## config.mk

```make
export PLATFORM = sky130hd
export DESIGN_NAME = line_rectangle_rasterizer_unit
export DESIGN_NICKNAME = d
export VERILOG_FILES = /design/src/hdl/lrr_pkg.sv /design/src/hdl/line_rectangle_rasterizer_unit.sv /design/src/hdl/lrr_seg_setup.sv /design/src/hdl/lrr_core.sv
export SDC_FILE = /design/constraint.sdc
export NUM_CORES = 1
export LEC_CHECK = 0
export BUFFER_PORTS_ARGS = -buffer_cell sky130_fd_sc_hd__buf_2
export CAP_MARGIN = 20
export CORE_AREA = 2 2 153 214
export DETAILED_ROUTE_END_ITERATION = 16
export DIE_AREA = 0 0 155 216
export PLACE_DENSITY_LB_ADDON = 0.05
export SKIP_LAST_GASP = 1
export SYNTH_ARGS = -nofsm -noshare
export SYNTH_HDL_FRONTEND = slang
export SYNTH_SLANG_ARGS = --single-unit
```

## constraint.sdc

```tcl
create_clock -name i_clk -period 23.3 [get_ports i_clk]
set_clock_uncertainty 0.15 [all_clocks]
set_input_delay 2.33 -clock i_clk [delete_from_list [all_inputs] [get_ports i_clk]]
set_output_delay 2.33 -clock i_clk [all_outputs]
set_load 0.01 [all_outputs]
```

## src/hdl/lrr_pkg.sv

```systemverilog
// ----------------------------------------------------------------------------
// Rasterizer package
// Widths, stream packing constants and shared types of the rasterizer.
// ----------------------------------------------------------------------------
package lrr_pkg;

    localparam int COORD_BITS  = 10;
    localparam int ERR_W       = COORD_BITS + 3;
    localparam int STRAIGHT_W  = COORD_BITS + 2;
    localparam int IN_DATA_W   = ((4 * COORD_BITS + 7) / 8) * 8;
    localparam int OUT_DATA_W  = ((2 * COORD_BITS + 7) / 8) * 8;

    typedef logic [COORD_BITS-1:0] t_coord;

    // Input action codes.
    localparam logic ACT_START = 1'b0;
    localparam logic ACT_STEP  = 1'b1;

    // Shape kinds, read on a start beat only.
    localparam logic SHAPE_LINE = 1'b0;
    localparam logic SHAPE_RECT = 1'b1;

    // Rectangle edges in drawing order.
    typedef enum logic [1:0] {
        EDGE_TOP    = 2'd0,
        EDGE_RIGHT  = 2'd1,
        EDGE_BOTTOM = 2'd2,
        EDGE_LEFT   = 2'd3
    } t_edge;

    typedef struct packed {
        logic   action;
        logic   shape_kind;
        t_coord x_start;
        t_coord y_start;
        t_coord x_end;
        t_coord y_end;
    } t_item;

    typedef struct packed {
        t_coord xs;
        t_coord ys;
        t_coord xe;
        t_coord ye;
    } t_seg;

    // Walk state of one segment; err and diag are two's complement.
    typedef struct packed {
        logic                  x_major;
        t_coord                cur_x;
        t_coord                cur_y;
        t_coord                stop;
        t_coord                target;
        logic [ERR_W-1:0]      err;
        logic [STRAIGHT_W-1:0] straight;
        logic [ERR_W-1:0]      diag;
    } t_walk;

    typedef struct packed {
        t_coord x;
        t_coord y;
        logic   valid;
        logic   done;
    } t_pixel;

endpackage

```

## src/hdl/line_rectangle_rasterizer_unit.sv

```systemverilog
// ----------------------------------------------------------------------------
// Line and rectangle rasterizer, top level
// A taken input beat is parked in the input register; its pixel beat is offered from the output register.
// Throughput: one input beat and one pixel beat per cycle while pixel beats are drained.
// Reset (i_rst_n low at a clock edge) empties both registers and drops any shape.
// ----------------------------------------------------------------------------
module line_rectangle_rasterizer_unit (
    input  logic                           i_clk,
    input  logic                           i_rst_n,
    input  logic                           s_axis_tvalid,
    output logic                           s_axis_tready,
    // tdata, lowest bit up: x_start, y_start, x_end, y_end.
    input  logic [lrr_pkg::IN_DATA_W-1:0]  s_axis_tdata,
    // tuser, lowest bit up: action, shape_kind.
    input  logic [1:0]                     s_axis_tuser,
    output logic                           m_axis_tvalid,
    input  logic                           m_axis_tready,
    // tdata, lowest bit up: pixel_x, pixel_y, zero fill.
    output logic [lrr_pkg::OUT_DATA_W-1:0] m_axis_tdata,
    // tuser: pixel_valid.
    output logic [0:0]                     m_axis_tuser,
    // tlast: shape_done, set on the last pixel of the whole shape.
    output logic                           m_axis_tlast
);

    localparam int C = lrr_pkg::COORD_BITS;

    // An accepted beat is parked in the input register. The core steps on it
    // whenever the output register is empty or being drained, and the pixel
    // lands in the output register, so the input side takes a beat every
    // cycle while pixels are drained. While a pixel waits downstream, one more
    // beat is parked and then the input stalls.
    logic            r_in_vld;
    lrr_pkg::t_item  r_in;
    logic            r_out_vld;
    lrr_pkg::t_pixel r_out;
    logic            core_fire;
    lrr_pkg::t_pixel core_pixel;

    assign core_fire     = r_in_vld && (!r_out_vld || m_axis_tready);
    assign s_axis_tready = !r_in_vld || core_fire;

    always_ff @(posedge i_clk) begin
        if (!i_rst_n) begin
            r_in_vld <= 1'b0;
        end else if (s_axis_tready) begin
            r_in_vld <= s_axis_tvalid;
        end
        if (s_axis_tready && s_axis_tvalid) begin
            r_in.action     <= s_axis_tuser[0];
            r_in.shape_kind <= s_axis_tuser[1];
            r_in.x_start    <= s_axis_tdata[C-1:0];
            r_in.y_start    <= s_axis_tdata[2*C-1:C];
            r_in.x_end      <= s_axis_tdata[3*C-1:2*C];
            r_in.y_end      <= s_axis_tdata[4*C-1:3*C];
        end
    end

    // The core owns all shape state and updates it only on a step.
    lrr_core u_core (
        .i_clk   (i_clk),
        .i_rst_n (i_rst_n),
        .i_fire  (core_fire),
        .i_item  (r_in),
        .o_pixel (core_pixel)
    );

    // Output register: loaded on every step, emptied when taken.
    always_ff @(posedge i_clk) begin
        if (!i_rst_n) begin
            r_out_vld <= 1'b0;
        end else if (core_fire) begin
            r_out_vld <= 1'b1;
        end else if (m_axis_tready) begin
            r_out_vld <= 1'b0;
        end
        if (core_fire) begin
            r_out <= core_pixel;
        end
    end

    assign m_axis_tvalid   = r_out_vld;
    assign m_axis_tdata    = lrr_pkg::OUT_DATA_W'({r_out.y, r_out.x});
    assign m_axis_tuser[0] = r_out.valid;
    assign m_axis_tlast    = r_out.done;

endmodule

```

## src/hdl/lrr_seg_setup.sv

```systemverilog
// ----------------------------------------------------------------------------
// Segment setup
// Picks the major axis, orders the ends and forms the Bresenham terms.
// ----------------------------------------------------------------------------
module lrr_seg_setup (
    input  lrr_pkg::t_seg  i_seg,
    output lrr_pkg::t_walk o_walk
);

    lrr_pkg::t_coord            dx, dy, maj, mnr;
    logic                       x_major, swap;
    logic [lrr_pkg::ERR_W-1:0]  maj_e, mnr_e;

    always_comb begin
        dx      = (i_seg.xs > i_seg.xe) ? i_seg.xs - i_seg.xe : i_seg.xe - i_seg.xs;
        dy      = (i_seg.ys > i_seg.ye) ? i_seg.ys - i_seg.ye : i_seg.ye - i_seg.ys;
        x_major = (dx >= dy);
        swap    = x_major ? !(i_seg.xs < i_seg.xe) : !(i_seg.ys < i_seg.ye);
        maj     = x_major ? dx : dy;
        mnr     = x_major ? dy : dx;
        maj_e   = lrr_pkg::ERR_W'(maj);
        mnr_e   = lrr_pkg::ERR_W'(mnr);

        o_walk.x_major  = x_major;
        o_walk.cur_x    = swap ? i_seg.xe : i_seg.xs;
        o_walk.cur_y    = swap ? i_seg.ye : i_seg.ys;
        if (x_major) begin
            o_walk.stop   = swap ? i_seg.xs : i_seg.xe;
            o_walk.target = swap ? i_seg.ys : i_seg.ye;
        end else begin
            o_walk.stop   = swap ? i_seg.ys : i_seg.ye;
            o_walk.target = swap ? i_seg.xs : i_seg.xe;
        end
        o_walk.err      = (mnr_e << 1) - maj_e;
        o_walk.straight = lrr_pkg::STRAIGHT_W'(mnr) << 1;
        o_walk.diag     = (mnr_e - maj_e) << 1;
    end

endmodule

```

## src/hdl/lrr_core.sv

```systemverilog
// ----------------------------------------------------------------------------
// Rasterizer core
// Holds the shape state and turns one beat into one pixel per cycle in which it is fired.
// ----------------------------------------------------------------------------
module lrr_core (
    input  logic            i_clk,
    input  logic            i_rst_n,
    input  logic            i_fire,
    input  lrr_pkg::t_item  i_item,
    output lrr_pkg::t_pixel o_pixel
);

    lrr_pkg::t_walk  r_walk, n_walk, setup_walk;
    logic            r_active, n_active;
    logic            r_rect, n_rect;
    lrr_pkg::t_edge  r_edge, n_edge, edge_next;
    lrr_pkg::t_coord r_ax, r_ay, r_bx, r_by;
    lrr_pkg::t_coord n_ax, n_ay, n_bx, n_by;
    lrr_pkg::t_seg   seg;
    logic            at_stop, is_start, done;

    lrr_seg_setup u_setup (
        .i_seg  (seg),
        .o_walk (setup_walk)
    );

    always_comb begin
        is_start  = (i_item.action == lrr_pkg::ACT_START);
        at_stop   = (r_walk.x_major ? r_walk.cur_x : r_walk.cur_y) == r_walk.stop;
        edge_next = lrr_pkg::t_edge'(2'(r_edge + 2'd1));

        if (is_start) begin
            if (i_item.shape_kind == lrr_pkg::SHAPE_RECT)
                seg = '{i_item.x_start, i_item.y_start, i_item.x_end, i_item.y_start};
            else
                seg = '{i_item.x_start, i_item.y_start, i_item.x_end, i_item.y_end};
        end else begin
            case (edge_next)
                lrr_pkg::EDGE_TOP:    seg = '{r_ax, r_ay, r_bx, r_ay};
                lrr_pkg::EDGE_RIGHT:  seg = '{r_bx, r_ay, r_bx, r_by};
                lrr_pkg::EDGE_BOTTOM: seg = '{r_bx, r_by, r_ax, r_by};
                default:              seg = '{r_ax, r_by, r_ax, r_ay};
            endcase
        end
    end

    always_comb begin
        n_walk   = r_walk;
        n_active = r_active;
        n_rect   = r_rect;
        n_edge   = r_edge;
        n_ax     = r_ax;
        n_ay     = r_ay;
        n_bx     = r_bx;
        n_by     = r_by;
        done     = 1'b0;
        o_pixel  = '0;

        if (i_fire) begin
            if (is_start) begin
                n_ax     = i_item.x_start;
                n_ay     = i_item.y_start;
                n_bx     = i_item.x_end;
                n_by     = i_item.y_end;
                n_rect   = (i_item.shape_kind == lrr_pkg::SHAPE_RECT);
                n_edge   = lrr_pkg::EDGE_TOP;
                n_active = 1'b1;
                n_walk   = setup_walk;
            end else if (r_active && at_stop) begin
                n_edge = edge_next;
                n_walk = setup_walk;
            end else if (r_active) begin
                if (r_walk.err[lrr_pkg::ERR_W-1]) begin
                    n_walk.err = r_walk.err + lrr_pkg::ERR_W'(r_walk.straight);
                end else begin
                    if (r_walk.x_major)
                        n_walk.cur_y = (r_walk.cur_y < r_walk.target)
                                     ? r_walk.cur_y + lrr_pkg::t_coord'(1)
                                     : r_walk.cur_y - lrr_pkg::t_coord'(1);
                    else
                        n_walk.cur_x = (r_walk.cur_x > r_walk.target)
                                     ? r_walk.cur_x - lrr_pkg::t_coord'(1)
                                     : r_walk.cur_x + lrr_pkg::t_coord'(1);
                    n_walk.err = r_walk.err + r_walk.diag;
                end
                if (r_walk.x_major)
                    n_walk.cur_x = r_walk.cur_x + lrr_pkg::t_coord'(1);
                else
                    n_walk.cur_y = r_walk.cur_y + lrr_pkg::t_coord'(1);
            end

            if (is_start || r_active) begin
                done = ((n_walk.x_major ? n_walk.cur_x : n_walk.cur_y) == n_walk.stop)
                    && (!n_rect || n_edge == lrr_pkg::EDGE_LEFT);
                n_active = !done;
                o_pixel  = '{n_walk.cur_x, n_walk.cur_y, 1'b1, done};
            end
        end
    end

    always_ff @(posedge i_clk) begin
        if (!i_rst_n) begin
            r_active <= 1'b0;
        end else begin
            r_active <= n_active;
        end
        r_walk <= n_walk;
        r_rect <= n_rect;
        r_edge <= n_edge;
        r_ax   <= n_ax;
        r_ay   <= n_ay;
        r_bx   <= n_bx;
        r_by   <= n_by;
    end

endmodule

```

==> results.md <==
| Parameter | Value | Unit |
| --- | --- | --- |
| Largest area contributor in the synthesized netlist | edfxtp_1 | - |
| Arrival @ worst endpoint | 10,270 | ps |
| Power Density | 126 | mW/mm^2 |
| Sum of routed wire length over all layers | 43,600 | microns |
| Area of the mapped netlist | 0.0140 | sq mm |
| Die Span Y | 216 | microns |
| Finish-stage setup viols | 0 | - |
| Setup crit start kind | flip-flop | - |
| Classification of the worst-slack hold path | flip-flop to flip-flop | - |
| Biggest cell delay along the critical path | 760 | ps |
| Aggregate global-route resource usage | 0.260 | - |
| Number of instances in the synthesized netlist | 1,495 | - |
| Required time of the critical path | 23,480 | ps |
| # IOs | 74 | - |
| Starting Density | 0.445 | - |
| First-pass iteration count of the detailed router | 5 | - |
| Count of cell types in the netlist | 84 | - |
| Cell area after layout | 0.0153 | sq mm |
| Highest Clock Rate | 0.0991 | GHz |
| Share of synthesized registers carrying an async set or reset | 0 | - |
| Master of the slowest instance on the critical path | nand2_1 | - |
| Die W | 155 | microns |
| Source-to-sink clock delay at the later pin of the worst-skew pair | 460 | ps |
| Quantity of hold-fixing buffers added after cts | 0 | - |
| Number of clock sinks seen by CTS | 184 | - |
| Number of buffers created by CTS | 17 | - |
| Setup repair after global routing missed its margin | false | - |
| Max IR drop VDD | 0.110 | mV |
| Total negative setup slack | 0 | ps |
| Post-DP HPWL | 34,000 | microns |
| Detail-routed via count per cell | 6.09 | - |
| Routability cong. | 0.966 | - |
| Final-layout worst hold slack | 293 | ps |
| Yosys top cell area share | 0.388 | - |
| Count of final hold-check violations | 0 | - |
| Path type of the worst setup path | flip-flop to flip-flop | - |
| Number of warnings printed during yosys synthesis | 0 | - |
| Static leakage | 6.02 | nW |
| Area after DPL | 0.0147 | sq mm |
| Largest fanout on the critical path | 60 | - |
| Post-cts sizing count | 0 | - |
| Worst-path clk slew | 80 | ps |
| Util after Layout | 0.487 | - |
| Post-route antenna net violation count | 0 | - |
| Fraction of the yosys area taken by sequential cells | 0.392 | - |
| Buffers & Inverters on Critical Path | 3 | - |
| Via count of the routed design | 11,800 | - |
| Most common cell in the synthesized netlist | edfxtp_1 | - |
| Overall Power | 0.00193 | W |
| Area of the core | 0.0315 | sq mm |
| Via count of the first global-routing pass | 11,400 | - |
| DIE AREA | 0.0335 | sq mm |
| Number of max-slew violations in the final report | 0 | - |
| Count of maximum capacitance violations | 0 | - |
| Worst Tran Pin Value | 1030 | ps |
| Period utilization | 0.433 | - |
| First-pass GRT wire length | 66,200 | microns |
| Total congestion overflow after global routing | 0 | - |
| # diodes | 0 | - |
| Final nets | 1,673 | - |
| Most area-consuming cells after synthesis | edfxtp_1 39%, ha_1 8.1%, o21ai_0 4.2% | - |
| Fraction of layout cells with a size suffix above 1 | 0.117 | - |
| CTS HTree Levels | 4 | - |
| Placement row count | 77 | - |
| Remaining DRCs | 0 | - |
| CTS tree | built | - |
| List of most frequent post-synthesis cells | 181 x edfxtp_1, 118 x o21ai_0, 115 x a21oi_1 | - |
| Type of destination of the critical path | flip-flop | - |
| Number of I/O port buffers | 69 | - |
| Library cell used as clock root buffer | clkbuf_16 | - |
| Largest buffer count on any clock path | 2 | - |
| Average wire per standard cell | 22.5 | microns |
| Pin count of the biggest net entering global routing | 68 | - |
| Prevailing post-synth register cell | edfxtp_1 | - |
| Outcome | complete, no violations | - |
| Total setup buffers inserted after CTS | 0 | - |
| Area added between synthesis and finish | 9.45 | % |
| Number of antenna violations at the first check in global routing | 0 | - |
| Mean cell area of the mapped netlist | 9.38 | sq um |
| Family with the most delay on the worst path | simple AND/OR/NAND/NOR gates | - |
| Minimum clock period after layout | 10,090 | ps |
| Count of flip-flops with a built-in enable after synthesis | 181 | - |
| Starting DRC count in detailed routing | 884 | - |
| Flop and latch count out of synthesis | 184 | - |
| Cell seen most often among critical-path stages | a21oi_1 | - |
| Headroom to the max-slew limit | 0.304 | - |
[cell families (layout without fill, tap and decap cells)]
kind of cell               count (synthesis)  after routing  synth area share
xor gates and xnor gates                  63             63            0.0394
other                                      1              4          0.000267
and+or+nand+nor                          437            437             0.158
buffers and inverters                    174            219            0.0487
DFF                                      184            184             0.392
muxes                                     59             59            0.0449
adders and majority gates                 99             99            0.0912
AOI/OAI and AO/OA                        478            478             0.225
[per-layer routing]
| layer | vias up | wire length (microns) | GRT usage |
|---|---|---|---|
| li1 | 5669 | - | - |
| met1 | 5604 | 17400 | 0.311 |
| met2 | 425 | 21900 | 0.455 |
| met3 | 108 | 2160 | 0.0363 |
| met4 | 0 | 2180 | 0.132 |
| met5 | - | 0 | 0 |
[report_power, final]
| group | leakage [nW] | total (W) | internal [W] | switching (W) |
|---|---|---|---|---|
| Sequential | 1.73 | 0.000472 | 0.000447 | 0.0000252 |
| Combinational | 4.00 | 0.00117 | 0.000437 | 0.000732 |
| Clock | 0.286 | 0.000291 | 0.000144 | 0.000147 |
| Total | 6.02 | 0.00193 | 0.00103 | 0.000905 |
[per-stage QoR]
step | setup WS, ps | std cells
detailed placement | 13320 | 1904
finish | 13210 | 1938
floorplan | 14340 | 1498
global route | 12390 | 1938
CTS | 13270 | 1936
global placement | 13260 | 1903
[final cells by class]
class | instances | area [sq um]
Fill cell | 3028 | 16200
Multi-Input combinational cell | 1140 | 7880
Sequential cell | 184 | 5500
Timing Repair Buffer | 91 | 528
Tap cell | 395 | 494
Clock buffer | 17 | 425
Inverter | 96 | 360
Clock inverter | 15 | 158
[state kept, by name (all words and copies together) (netlist names)]
register	cells
u_core.r_ax	10
r_in_vld	1
m_axis_tdata	20
u_core.r_rect	1
r_in	42
u_core.r_ay	10
u_core.r_active	1
m_axis_tuser	1
u_core.r_bx	10
m_axis_tlast	1
u_core.r_by	10
u_core.r_walk	74
u_core.r_edge	2
m_axis_tvalid	1
[cells in the final DEF, fill, tap and decap left out, types with 12 or more instances in the layout]
cell       instances
edfxtp_1         181
inv_1             95
a21boi_0          21
nor2_1            99
a31oi_1           16
nand2_1           87
mux2_2            21
nor3_1            49
a221o_1           18
o211ai_1          18
xor2_1            23
buf_2             70
o31ai_1           17
mux2i_1           37
or3_1             21
nand3_1           36
and2_1            28
nor2b_1           19
a22oi_1           13
a211oi_1          35
ha_1              91
a21o_1            28
nand4_1           14
xnor2_1           40
and3_1            18
or2_2             12
buf_4             19
o21ai_0          118
clkbuf_16         17
a21oi_1          115
[worst paths after layout]
| kind | endpoint | cells after the start | start | slack [ps] |
|---|---|---|---|---|
| setup / recovery | m_axis_tlast$_SDFFCE_PP0P_ | 31 | u_core.r_edge[0]$_DFFE_PP_ | 13210 |
| hold / removal | u_core.r_ax[5]$_DFFE_PP_ | 0 | r_in[35]$_DFFE_PP_ | 290 |
| setup reg to reg | m_axis_tlast$_SDFFCE_PP0P_ | 31 | u_core.r_edge[0]$_DFFE_PP_ | 13210 |
| hold reg to reg | u_core.r_ax[5]$_DFFE_PP_ | 0 | r_in[35]$_DFFE_PP_ | 290 |
Note: power is estimated with default switching activity, not from simulation.
